--- config.mk ---
export PLATFORM = sky130hd
export DESIGN_NAME = gregorian_date_arithmetic
export DESIGN_NICKNAME = d
export VERILOG_FILES = /design/src/design/gda_pkg.sv /design/src/design/gregorian_date_arithmetic.sv /design/src/design/gda_dnum.sv /design/src/design/gda_dfrom.sv
export SDC_FILE = /design/constraint.sdc
export NUM_CORES = 2
export LEC_CHECK = 0
export BUFFER_PORTS_ARGS = -buffer_cell sky130_fd_sc_hd__buf_4
export CORE_MARGIN = 5
export CORE_UTILIZATION = 40
export CTS_BUF_LIST = sky130_fd_sc_hd__clkbuf_8
export DETAILED_ROUTE_END_ITERATION = 8
export HOLD_SLACK_MARGIN = 0.1
export MAX_ROUTING_LAYER = met4
export SLEW_MARGIN = 5
export SYNTH_ARGS = -nofsm -noshare
export SYNTH_HDL_FRONTEND = slang
export SYNTH_SLANG_ARGS = --single-unit
--- constraint.sdc ---
create_clock -name clk -period 15.7 [get_ports clk]
set_clock_uncertainty 0.05 [all_clocks]
set_input_delay 2.355 -clock clk [delete_from_list [all_inputs] [get_ports clk]]
set_output_delay 2.355 -clock clk [all_outputs]
set_load 0.02 [all_outputs]
--- src/design/gda_pkg.sv ---
// gda_pkg: shared types, codes, constants and calendar tables for the
// gregorian date arithmetic block. No dependencies.
`default_nettype none

package gda_pkg;

  localparam int unsigned MAX_YEAR_DEF = 9999;
  localparam int unsigned DAYS_W       = 22;
  localparam int unsigned DAYS_MAX     = 4194303;
  // stages inside the day-number-to-date converter, and end to end latency
  localparam int unsigned FROM_LAT     = 8;
  localparam int unsigned GDA_LAT      = FROM_LAT + 4;

  localparam logic [1:0] MODE_ADD  = 2'd0;
  localparam logic [1:0] MODE_SUB  = 2'd1;
  localparam logic [1:0] MODE_DIFF = 2'd2;

  localparam logic [1:0] ST_OK      = 2'd0;
  localparam logic [1:0] ST_INVALID = 2'd1;
  localparam logic [1:0] ST_RANGE   = 2'd2;

  typedef struct packed {
    logic [1:0]  mode;
    logic [4:0]  day;
    logic [3:0]  month;
    logic [13:0] year;
    logic [21:0] day_count;
    logic [4:0]  other_day;
    logic [3:0]  other_month;
    logic [13:0] other_year;
  } gda_in_t;

  typedef struct packed {
    logic [4:0]  result_day;
    logic [3:0]  result_month;
    logic [13:0] result_year;
    logic [21:0] days_between;
    logic [1:0]  status;
  } gda_out_t;

  // days before month m in a common year
  function automatic logic [8:0] cum_days(input logic [3:0] m);
    logic [8:0] r;
    case (m)
      4'd1:    r = 9'd0;
      4'd2:    r = 9'd31;
      4'd3:    r = 9'd59;
      4'd4:    r = 9'd90;
      4'd5:    r = 9'd120;
      4'd6:    r = 9'd151;
      4'd7:    r = 9'd181;
      4'd8:    r = 9'd212;
      4'd9:    r = 9'd243;
      4'd10:   r = 9'd273;
      4'd11:   r = 9'd304;
      4'd12:   r = 9'd334;
      default: r = 9'd0;
    endcase
    return r;
  endfunction

  function automatic logic [4:0] month_len(input logic [3:0] m, input logic leap);
    logic [4:0] r;
    case (m)
      4'd2:    r = leap ? 5'd29 : 5'd28;
      4'd4, 4'd6, 4'd9, 4'd11: r = 5'd30;
      default: r = 5'd31;
    endcase
    return r;
  endfunction

endpackage

`default_nettype wire

--- src/design/gregorian_date_arithmetic.sv ---
// gregorian_date_arithmetic: top level, add/subtract days and date difference.
// Depends on gda_pkg, gda_dnum, gda_dfrom.
//
//   channel   signals               transfer when
//   request   start, busy, request  start && !busy
//   result    done, result          done (one cycle, cannot be held off)
//
// Fully pipelined: a request can enter every cycle; its result passes
// through 2 day-number stages, 1 arithmetic stage, 8 date stages and
// 1 output stage. busy is high only during reset.
// Reset clears the valid bits of every stage; no reset-time sweep.
// The receiver cannot stall, so nothing in the pipeline ever waits.
`default_nettype none

module gregorian_date_arithmetic #(
  parameter int unsigned MAX_YEAR = gda_pkg::MAX_YEAR_DEF
) (
  input  wire logic             clk,
  input  wire logic             rst,
  input  wire logic             start,
  output logic                  busy,
  input  wire gda_pkg::gda_in_t request,
  output logic                  done,
  output gda_pkg::gda_out_t     result
);
  import gda_pkg::*;

  localparam longint unsigned LastDay = 365 * longint'(MAX_YEAR) + MAX_YEAR / 4 -
                                        MAX_YEAR / 100 + MAX_YEAR / 400;
  localparam int unsigned DNW = $clog2(LastDay + 1);
  localparam int unsigned QW  = $clog2(LastDay / 146097 + 1);
  localparam int unsigned YW  = $clog2(MAX_YEAR + 1);

  logic           acc;
  logic           v1, v2, v3;
  logic [1:0]     mode1, mode2;
  logic [21:0]    cnt1, cnt2;
  logic [DNW-1:0] dn_a, dn_b;
  logic           ok_a, ok_b;

  logic [DNW-1:0] n_next;
  logic [1:0]     st_next;
  logic [21:0]    btw_next;
  logic           zero_next;
  logic [31:0]    sum, diff;

  logic [DNW-1:0] n3;
  logic [1:0]     st_d   [FROM_LAT+1];
  logic [21:0]    btw_d  [FROM_LAT+1];
  logic           zero_d [FROM_LAT+1];

  logic           f_valid;
  logic [4:0]     f_day;
  logic [3:0]     f_month;
  logic [YW-1:0]  f_year;

  assign busy = rst;
  assign acc  = start && !busy;

  gda_dnum #(.MAX_YEAR(MAX_YEAR), .DNW(DNW)) u_dnum_a (
    .clk(clk), .d(request.day), .m(request.month), .y(request.year),
    .dn(dn_a), .ok(ok_a)
  );

  gda_dnum #(.MAX_YEAR(MAX_YEAR), .DNW(DNW)) u_dnum_b (
    .clk(clk), .d(request.other_day), .m(request.other_month),
    .y(request.other_year), .dn(dn_b), .ok(ok_b)
  );

  always_ff @(posedge clk) begin
    if (rst) begin
      v1 <= 1'b0;
      v2 <= 1'b0;
      v3 <= 1'b0;
    end else begin
      v1 <= acc;
      v2 <= v1;
      v3 <= v2;
    end
  end

  always_ff @(posedge clk) begin
    mode1 <= request.mode;
    cnt1  <= request.day_count;
    mode2 <= mode1;
    cnt2  <= cnt1;
  end

  always_comb begin
    n_next    = DNW'(1);
    st_next   = ST_OK;
    btw_next  = '0;
    zero_next = 1'b0;
    sum       = 32'(dn_a) + 32'(cnt2);
    diff      = (dn_a > dn_b) ? 32'(dn_a - dn_b) : 32'(dn_b - dn_a);
    if ((mode2 != MODE_ADD && mode2 != MODE_SUB && mode2 != MODE_DIFF) ||
        !ok_a || (mode2 == MODE_DIFF && !ok_b)) begin
      st_next   = ST_INVALID;
      zero_next = 1'b1;
    end else if (mode2 == MODE_DIFF) begin
      zero_next = 1'b1;
      if (diff > 32'(DAYS_MAX)) begin
        btw_next = 22'(DAYS_MAX);
        st_next  = ST_RANGE;
      end else begin
        btw_next = 22'(diff);
      end
    end else if (mode2 == MODE_ADD) begin
      if (sum > 32'(LastDay)) begin
        n_next  = DNW'(LastDay);
        st_next = ST_RANGE;
      end else begin
        n_next = DNW'(sum);
      end
    end else begin
      // going back past the first day clamps to day one
      if (32'(cnt2) >= 32'(dn_a)) begin
        st_next = ST_RANGE;
      end else begin
        n_next = dn_a - DNW'(cnt2);
      end
    end
  end

  always_ff @(posedge clk) begin
    n3        <= n_next;
    st_d[0]   <= st_next;
    btw_d[0]  <= btw_next;
    zero_d[0] <= zero_next;
    for (int i = 1; i <= FROM_LAT; i++) begin
      st_d[i]   <= st_d[i-1];
      btw_d[i]  <= btw_d[i-1];
      zero_d[i] <= zero_d[i-1];
    end
  end

  gda_dfrom #(.DNW(DNW), .QW(QW), .YW(YW)) u_dfrom (
    .clk(clk), .rst(rst), .in_valid(v3), .n(n3),
    .out_valid(f_valid), .day(f_day), .month(f_month), .year(f_year)
  );

  always_ff @(posedge clk) begin
    if (rst) begin
      done <= 1'b0;
    end else begin
      done <= f_valid;
    end
  end

  always_ff @(posedge clk) begin
    result.status       <= st_d[FROM_LAT];
    result.days_between <= btw_d[FROM_LAT];
    if (zero_d[FROM_LAT]) begin
      result.result_day   <= '0;
      result.result_month <= '0;
      result.result_year  <= '0;
    end else begin
      result.result_day   <= f_day;
      result.result_month <= f_month;
      result.result_year  <= 14'(f_year);
    end
  end

endmodule

`default_nettype wire

--- src/design/gda_dnum.sv ---
// gda_dnum: two-stage conversion of a date to its day number (0001-01-01 is 1)
// with validity check. Depends on gda_pkg.
`default_nettype none

module gda_dnum #(
  parameter int unsigned MAX_YEAR = gda_pkg::MAX_YEAR_DEF,
  parameter int unsigned DNW      = 22
) (
  input  wire logic           clk,
  input  wire logic [4:0]     d,
  input  wire logic [3:0]     m,
  input  wire logic [13:0]    y,
  output logic [DNW-1:0]      dn,
  output logic                ok
);
  import gda_pkg::*;

  logic        range_ok;
  logic [4:0]  d1;
  logic [3:0]  m1;
  logic [13:0] y1;
  logic [22:0] p365;
  logic [11:0] pq4;
  logic [7:0]  pq100;
  logic [7:0]  yq100;
  logic [13:0] p;
  logic        leap;
  logic [23:0] sum;

  assign p = y - 14'd1;

  // x/100 as (x*5243)>>19, exact for these widths
  always_ff @(posedge clk) begin
    range_ok <= (m >= 4'd1) && (m <= 4'd12) && (y != 14'd0) &&
                (32'(y) <= 32'(MAX_YEAR)) && (d != 5'd0);
    d1    <= d;
    m1    <= m;
    y1    <= y;
    p365  <= 23'(p) * 23'd365;
    pq4   <= p[13:2];
    pq100 <= 8'((28'(p) * 28'd5243) >> 19);
    yq100 <= 8'((28'(y) * 28'd5243) >> 19);
  end

  always_comb begin
    leap = (y1[1:0] == 2'd0) &&
           ((14'(yq100) * 14'd100 != y1) || (yq100[1:0] == 2'd0));
    sum  = 24'(p365) + 24'(pq4) - 24'(pq100) + 24'(pq100[7:2]) +
           24'(cum_days(m1)) + 24'(leap && (m1 > 4'd2)) + 24'(d1);
  end

  always_ff @(posedge clk) begin
    ok <= range_ok && (d1 <= month_len(m1, leap));
    dn <= DNW'(sum);
  end

endmodule

`default_nettype wire

--- src/design/gda_dfrom.sv ---
// gda_dfrom: pipelined conversion of a day number back to day, month and year
// through 400, 100, 4 and 1 year cycles. Depends on gda_pkg.
`default_nettype none

module gda_dfrom #(
  parameter int unsigned DNW = 22,
  parameter int unsigned QW  = 7,
  parameter int unsigned YW  = 14
) (
  input  wire logic          clk,
  input  wire logic          rst,
  input  wire logic          in_valid,
  input  wire logic [DNW-1:0] n,
  output logic               out_valid,
  output logic [4:0]         day,
  output logic [3:0]         month,
  output logic [YW-1:0]      year
);
  import gda_pkg::*;

  localparam int unsigned D400 = 146097;
  localparam int unsigned D100 = 36524;
  localparam int unsigned D4   = 1461;

  logic [FROM_LAT-1:0] v;

  logic [DNW-1:0]    r_f1;
  logic [QW-1:0]     q_f1;
  logic [DNW+14:0]   prod_f1;
  logic [DNW-1:0]    rem_f2;
  logic [QW-1:0]     q_f2;
  logic [17:0]       rem_f3;
  logic [QW-1:0]     q_f3;
  logic [1:0]        c_f4;
  logic [15:0]       r2_f4;
  logic [YW-1:0]     yb_f4;
  logic [1:0]        c4;
  logic [1:0]        c_f5;
  logic [15:0]       r2_f5;
  logic [4:0]        q4_f5;
  logic [YW-1:0]     yb_f5;
  logic [1:0]        c_f6;
  logic [11:0]       r3_f6;
  logic [4:0]        q4_f6;
  logic [YW-1:0]     yb_f6;
  logic [11:0]       r3c;
  logic [4:0]        q4c;
  logic [1:0]        a7;
  logic [8:0]        r4_f7;
  logic [YW-1:0]     yr_f7;
  logic              leap_f7;
  logic [3:0]        mon;
  logic [9:0]        mstart;

  always_ff @(posedge clk) begin
    if (rst) begin
      v <= '0;
    end else begin
      v <= {v[FROM_LAT-2:0], in_valid};
    end
  end

  assign out_valid = v[FROM_LAT-1];
  assign prod_f1   = (DNW+15)'(n - DNW'(1)) * (DNW+15)'(29398);

  // 400 year cycle: estimate by reciprocal, low by at most one
  always_ff @(posedge clk) begin
    r_f1 <= n - DNW'(1);
    q_f1 <= QW'(prod_f1 >> 32);
  end

  always_ff @(posedge clk) begin
    rem_f2 <= r_f1 - DNW'(32'(q_f1) * 32'(D400));
    q_f2   <= q_f1;
  end

  always_ff @(posedge clk) begin
    if (32'(rem_f2) >= 32'(D400)) begin
      rem_f3 <= 18'(32'(rem_f2) - 32'(D400));
      q_f3   <= q_f2 + QW'(1);
    end else begin
      rem_f3 <= 18'(rem_f2);
      q_f3   <= q_f2;
    end
  end

  // century, last one of the cycle is a day longer
  always_comb begin
    if (rem_f3 >= 18'(3 * D100)) c4 = 2'd3;
    else if (rem_f3 >= 18'(2 * D100)) c4 = 2'd2;
    else if (rem_f3 >= 18'(D100)) c4 = 2'd1;
    else c4 = 2'd0;
  end

  always_ff @(posedge clk) begin
    c_f4  <= c4;
    r2_f4 <= 16'(rem_f3 - 18'(c4) * 18'(D100));
    yb_f4 <= YW'(32'(q_f3) * 32'd400 + 32'(c4) * 32'd100);
  end

  always_ff @(posedge clk) begin
    c_f5  <= c_f4;
    r2_f5 <= r2_f4;
    q4_f5 <= 5'((26'(r2_f4) * 26'd717) >> 20);
    yb_f5 <= yb_f4;
  end

  always_ff @(posedge clk) begin
    c_f6  <= c_f5;
    r3_f6 <= 12'(r2_f5 - 16'(q4_f5) * 16'(D4));
    q4_f6 <= q4_f5;
    yb_f6 <= yb_f5;
  end

  always_comb begin
    if (r3_f6 >= 12'(D4)) begin
      r3c = r3_f6 - 12'(D4);
      q4c = q4_f6 + 5'd1;
    end else begin
      r3c = r3_f6;
      q4c = q4_f6;
    end
    if (r3c >= 12'd1095) a7 = 2'd3;
    else if (r3c >= 12'd730) a7 = 2'd2;
    else if (r3c >= 12'd365) a7 = 2'd1;
    else a7 = 2'd0;
  end

  // leap: year is last of a 4 year group, and not a century unless 400th
  always_ff @(posedge clk) begin
    r4_f7   <= 9'(r3c - 12'(a7) * 12'd365);
    yr_f7   <= yb_f6 + YW'(q4c) * YW'(4) + YW'(a7) + YW'(1);
    leap_f7 <= (a7 == 2'd3) && ((q4c != 5'd24) || (c_f6 == 2'd3));
  end

  always_comb begin
    mon = 4'd1;
    for (int k = 2; k <= 12; k++) begin
      if (10'(r4_f7) >= 10'(cum_days(4'(k))) + 10'(leap_f7 && (k > 2))) begin
        mon = mon + 4'd1;
      end
    end
    mstart = 10'(cum_days(mon)) + 10'(leap_f7 && (mon > 4'd2));
  end

  always_ff @(posedge clk) begin
    month <= mon;
    day   <= 5'(10'(r4_f7) - mstart + 10'd1);
    year  <= yr_f7;
  end

endmodule

`default_nettype wire

=== After elaboration in Yosys (flattened, before gate mapping) ===
Memories as Yosys holds them, arrays and structs flattened. A register that Yosys moved wholly into a read port is not among the register bits.
Cells that the tools add are included.

* Register bits: 521
* RAM bits: 225
* Memory bits (read-only): 432
* Input port bits: 73
* Output and inout bits: 49
* Word-level logic and storage cells: 266
* Memories: 6

{| class="wikitable"
|+ Memory list
! name !! depth !! bits a word !! read ports !! clocked after memory_dff !! wr ports !! line !! RTL
|-
| btw_d || 9 || 22 || 9 || 1 || 9 || gregorian_date_arithmetic.sv:49 || <nowiki>logic [21:0] btw_d [FROM_LAT+1];</nowiki>
|-
| (no name shown) || 16 || 9 || 1 || 0 || 0 || gda_pkg.sv:44 || <nowiki>case (m)</nowiki>
|-
| (no name shown) || 16 || 9 || 1 || 1 || 0 || gda_pkg.sv:44 ||
|-
| (no name shown) || 16 || 9 || 1 || 1 || 0 || gda_pkg.sv:44 ||
|-
| st_d || 9 || 2 || 9 || 1 || 9 || gregorian_date_arithmetic.sv:48 || <nowiki>logic [1:0] st_d [FROM_LAT+1];</nowiki>
|-
| zero_d || 9 || 1 || 9 || 0 || 9 || gregorian_date_arithmetic.sv:50 || <nowiki>logic zero_d [FROM_LAT+1];</nowiki>
|}

* Add/subtract/negate cells: 55
* Multipliers: 16
* Magnitude comparators: 34
* Eq/ne operators: 18
* Multiplexer cells: 40
* Reductions and logical operators: 41

{| class="wikitable"
|+ Operator list
! cell !! count
|-
| two-way mux 22 bit || 6
|-
| multiplier 14 x 13 -> 27 bit, second input constant || 4
|-
| subtractor 22 x 22 -> 23 bit || 2
|-
| adder 22 x 1 -> 22 bit || 2
|-
| adder 22 x 12 -> 22 bit || 2
|-
| adder 22 x 5 -> 22 bit || 2
|-
| adder 22 x 6 -> 22 bit || 2
|-
| adder 22 x 9 -> 22 bit || 2
|-
| multiplier 14 x 9 -> 22 bit, second input constant || 2
|-
| subtractor 22 bit || 2
|-
| subtractor 22 x 8 -> 22 bit || 2
|-
| adder 4 x 1 -> 4 bit, second input constant || 10
|-
| two-way mux 4 bit || 10
|-
| multiplier 37 x 14 -> 36 bit, second input constant || 1
|-
| adder 8 x 1 -> 9 bit, first input constant || 4
|-
| >= comparator 18 x 17 -> 1 bit, second input constant || 2
|-
| >= comparator 9 bit || 4
|-
| greater-than comparator 32 x 22 -> 1 bit, second input constant || 1
|-
| two-way mux 32 bit || 1
|-
| adder 9 x 1 -> 10 bit, first input constant || 3
|-
| >= comparator 9 x 10 -> 1 bit || 3
|-
| <= comparator 14 bit, second input constant || 2
|-
| != test 14 bit || 2
|-
| nonzero test 14 bit || 2
|-
| other kinds (62) || 131
|}

=== Depth between registers and ports, before layout ===
* Depth in word-level cells: 27
* Mapped depth: 40
* Mapped depth without buffers: 40

=== Hierarchy ===
From an unflattened synthesis, not the netlist that was laid out.

* Cells, all modules: 6,197
* Area total of the unflattened synthesis: 62,560.0 sq um

{| class="wikitable"
|+ By module, submodules not included
! module !! times used !! cells each !! area each (sq um) !! seq. area each (sq um)
|-
| gda_dfrom || 1 || 2,163 || 21,470.6 || 4,364.2
|-
| gda_dnum (u_dnum_a) || 1 || 1,438 || 14,400.1 || 2,122.0
|-
| gda_dnum (u_dnum_b) || 1 || 1,421 || 14,281.2 || 2,122.0
|-
| gregorian_date_arithmetic || 1 || 1,175 || 12,408.2 || 6,926.6
|}

=== Worst setup path after synthesis ===
No wires, ideal clock.

* Path type: input to register
* Start: input port request[46] (netlist bit)
* End: register u_dnum_a.pq100[7]
* Setup time: 0.072 ns
* Data arrival time: 8.604 ns
* Required time: 15.578 ns
* Setup slack: 6.974 ns
* Cell stages on the path: 26
* Buffers on the path: 0
* Path through: inv_1 -> ha_1 -> nand2_1 -> nand2_1 -> a21boi_0 -> nand3_1 -> a21boi_0 -> xnor2_1 -> ha_1 -> fa_1 -> inv_1 -> fa_1 -> inv_1 -> fa_1 -> fa_1 -> ha_1 -> and4_1 -> a2111oi_0 -> o21ai_0 -> a211o_1 -> a31oi_1 -> o21ai_0 -> nand4_1 -> nand4b_1 -> a21oi_1 -> xnor2_1

* Word-level cells in the longest chain between the ends: 2

{| class="wikitable"
|+ RTL lines
! item !! line !! RTL
|-
| start: declaration || gregorian_date_arithmetic.sv:22 || <nowiki>input wire gda_pkg::gda_in_t request,</nowiki>
|-
| subtractor 14 x 1 -> 14 bit || gda_dnum.sv:30 || <nowiki>assign p = y - 14'd1;</nowiki>
|-
| named net u_dnum_a.p[11] || gda_dnum.sv:26 || <nowiki>logic [13:0] p;</nowiki>
|-
| multiplier 14 x 13 -> 27 bit || gda_dnum.sv:41 || <nowiki>pq100 <= 8'((28'(p) * 28'd5243) >> 19);</nowiki>
|-
| end signal: assignment || gda_dnum.sv:41 ||
|-
| end: declaration || gda_dnum.sv:24 || <nowiki>logic [7:0] pq100;</nowiki>
|}

The timed path passes the listed nets, and every way through them passes these cells.
A chain may end at the register's enable or synchronous reset.

=== Final worst setup path ===
* Start: input port request[47] (netlist bit)
* End: register u_dnum_a.pq100[7]

The elaborated chain is that of the path after synthesis.

==> impl_metrics.json <==
{
  "critical_path_peak_fanout": 9,
  "yosysUniqueCellTypes": 92,
  "ys_warn_count": 0,
  "cts_tree": "yes",
  "die_y_um": 400,
  "drive_gt1_share_pct": 6.66,
  "cts_buffer_depth": 3,
  "final_cells": 8338,
  "place_inst": 8097,
  "slew_headroom_pct": 26.3,
  "clock_latency_ns": 0.87,
  "setup_viol": 0,
  "ioPinCount": 122,
  "holdCritPathClass": "flop to flop",
  "multi_input_area_um2": 40400,
  "reg2reg_slack_ns": 7.10,
  "fin_setup_tns_ns": 0,
  "ys_seq_area_share_pct": 25.5,
  "grt_pass1_vias": 41750,
  "grtUsageTotal_pct": 16.8,
  "grt_pass1_wl_um": 214000,
  "synth_common_cells": "inv_1, ha_1, dfxtp_1, fa_1, xnor2_1",
  "core_um2": 152000,
  "ys_ff_latch": 776,
  "drc": 0,
  "crit-reg2reg-capture": "u_dfrom.day[4]",
  "cts_setup_buffers": 0,
  "cp.required_ns": 16.37,
  "worst-setup-path-type": "input port to flop",
  "syn_avg_cell_area_um2": 10.2,
  "met1_usage_pct": 21.2,
  "dpl.hpwl_um": 106000,
  "yosys.area.top_type_share_pct": 25.5,
  "min_to": "st_d[1][1]",
  "top_usage_layer": "met2",
  "async_flop_share_pct": 0,
  "clockRootBuffer": "clkbuf_8",
  "nFillCells": 14659,
  "min_period_ns": 8.94,
  "post-route-period-util_pct": 56.9,
  "first_iter_violations": 1649,
  "drv_cap": 0,
  "syn_nets": 7834,
  "htree_num_levels": 4,
  "dieArea_um2": 160000,
  "ff_latch_area_um2": 15500,
  "r2r_cells": 37,
  "area_growth_pct": 10.6,
  "fin_nets": 8056,
  "via_per_inst": 4.72,
  "grt_start_max_net_pins": 39,
  "status": "finished clean",
  "rows": 143,
  "post_drt_wl_per_cell_um": 15.3,
  "syn_inst": 5982,
  "portBuffers": 121,
  "fin_ws_ns": 6.76,
  "worst_slew_pin_slew_ns": 1.10,
  "finalHoldViolCount": 0,
  "start_kind": "input port",
  "synth.most_common_cell": "inv_1",
  "endpoint_kind": "flop",
  "cts_sinks": 776,
  "antenna_found_initial": 4,
  "grt_util_met2_pct": 27.8,
  "synth_area_leaders": "dfxtp_1, ha_1, fa_1, inv_1, xnor2_1",
  "min_from": "st_d[0][1]",
  "synth_edf_count": 0,
  "initial_core_util_pct": 40.2,
  "first_pass_iters": 5,
  "clk_pin_slew_worst_paths_ns": 0.06,
  "cp.arrival_ns": 9.61,
  "drtAntennaViolNets": 0,
  "die_w_um": 400,
  "wl_um": 127000,
  "dp_slack_ns": 5.86,
  "ys.flop_type": "dfxtp_1",
  "drv_slew": 0,
  "gr-total-overflow": 0,
  "hold_depth": 0,
  "rsz0062_at_grt": "no",
  "grtUsageMet3_pct": 2.55,
  "cts_hold_buf": 0,
  "rr_startpoint": "u_dfrom.leap_f7",
  "synth_area_um2": 61000,
  "fmax_mhz": 112,
  "vias": 39349,
  "numCtsBuffers": 135,
  "post_cts_resized": 0,
  "synth.largest_area_cell": "dfxtp_1",
  "gp_congestion": 0.901
}
critical path: stages:
cell and delay [ns]:
buf_4 0.15, inv_1 0.16, ha_1 0.21, nand2_1 0.06, nand2_1 0.08, a21boi_0 0.41, nand3_1 0.20, xnor2_1 0.76
ha_1 0.45, fa_1 0.61, inv_1 0.10, fa_1 0.51, inv_1 0.05, fa_1 0.47, fa_1 0.49, ha_1 0.30
and4_1 0.17, a2111oi_0 0.37, o21ai_0 0.25, a211o_1 0.32, a31oi_1 0.33, o21ai_0 0.23, nand4_1 0.14, nand4b_1 0.13
a21oi_1 0.20, xnor2_1 0.08
logic make-up (layout without fill, tap and decap cells):
family,Yosys count,in the layout,share of synthesized area [%]
AND/OR/NAND/NOR,843,843,6.81
adder cells (fa/ha/maj),1779,1779,44.4
XOR/XNOR,389,389,5.72
flip-flops,776,776,25.5
other,0,2,0
buffers and inverters,1343,1667,8.31
AO/OA/AOI/OAI,821,821,8.67
multiplexers,31,31,0.593
how the worst max path moves through the flow:
stage | from | to | slack (ns) | cells after the start
floorplan | request[46] | u_dnum_a.pq100[7] | 6.97 | 26
global placement | request[47] | u_dnum_a.pq100[7] | 5.84 | 28
detailed placement | request[47] | u_dnum_a.pq100[7] | 5.86 | 28
CTS | request[47] | u_dnum_a.pq100[7] | 6.82 | 28
global route | u_dfrom.leap_f7 | u_dfrom.day[4] | 6.22 | 37
finish | request[47] | u_dnum_a.pq100[7] | 6.76 | 26
layout make-up:
| class | instances | area share [%] |
|---|---|---|
| Antenna cell | 2 | 0.00742 |
| Multi-Input combinational cell | 3863 | 59.9 |
| Timing Repair Buffer | 157 | 1.75 |
| Sequential cell | 776 | 23.0 |
| Clock inverter | 69 | 1.02 |
| Clock buffer | 170 | 3.47 |
| Inverter | 1271 | 7.07 |
| Tap cell | 2030 | 3.77 |
through the flow:
stage / instance area, um^2 / utilization (%) / hold slack (ns)
floorplan: 61000 / - / 0.260
global placement: 64400 / 42.5 / 0.260
detailed placement: 64400 / 42.5 / 0.262
CTS: 67500 / 44.5 / 0.237
global route: 67500 / 44.5 / 0.245
finish: 67500 / 44.5 / 0.249
state kept, by name (all words and copies together), names as in the netlist, 12 cells and up, named ones only:
name,cells
u_dnum_a.dn,22
u_dnum_b.y1,14
u_dfrom.yr_f7,14
u_dfrom.year,14
u_dnum_a.y1,14
btw_d,198
u_dfrom.r_f1,22
cnt2,22
st_d,18
u_dnum_b.p365,22
u_dfrom.r2_f4,16
result,47
u_dfrom.rem_f2,22
u_dfrom.rem_f3,18
u_dnum_a.pq4,12
u_dfrom.r2_f5,12
u_dfrom.r3_f6,12
u_dnum_b.dn,22
u_dnum_b.pq4,12
cnt1,22
u_dnum_a.p365,22
n3,22
placed cells by master, fill, tap and decap left out, types with 25 or more instances in the layout:
master,instances
inv_1,1304
ha_1,1135
dfxtp_1,776
fa_1,644
xnor2_1,294
a21oi_1,261
nor2_1,238
nand2_1,178
clkbuf_8,170
buf_4,157
o21ai_0,152
a21o_1,100
xor2_1,89
nor2b_1,84
nor3_1,79
nand3_1,66
o21a_1,44
nand4_1,36
nand2b_1,34
o21bai_1,31
a31oi_1,25
a211oi_1,25
layer usage:
layer,part of all wire [%],vias up,routed length [um]
met1,45,18722,57900
li1,-,19800,-
met2,48,628,61000
met3,3.6,199,4610
met4,3.0,0,3830
met5,0,-,0
Power is left out: the tool's default activity adds up to more than one toggle a clock period on the data nets, which glitch-free logic cannot reach.
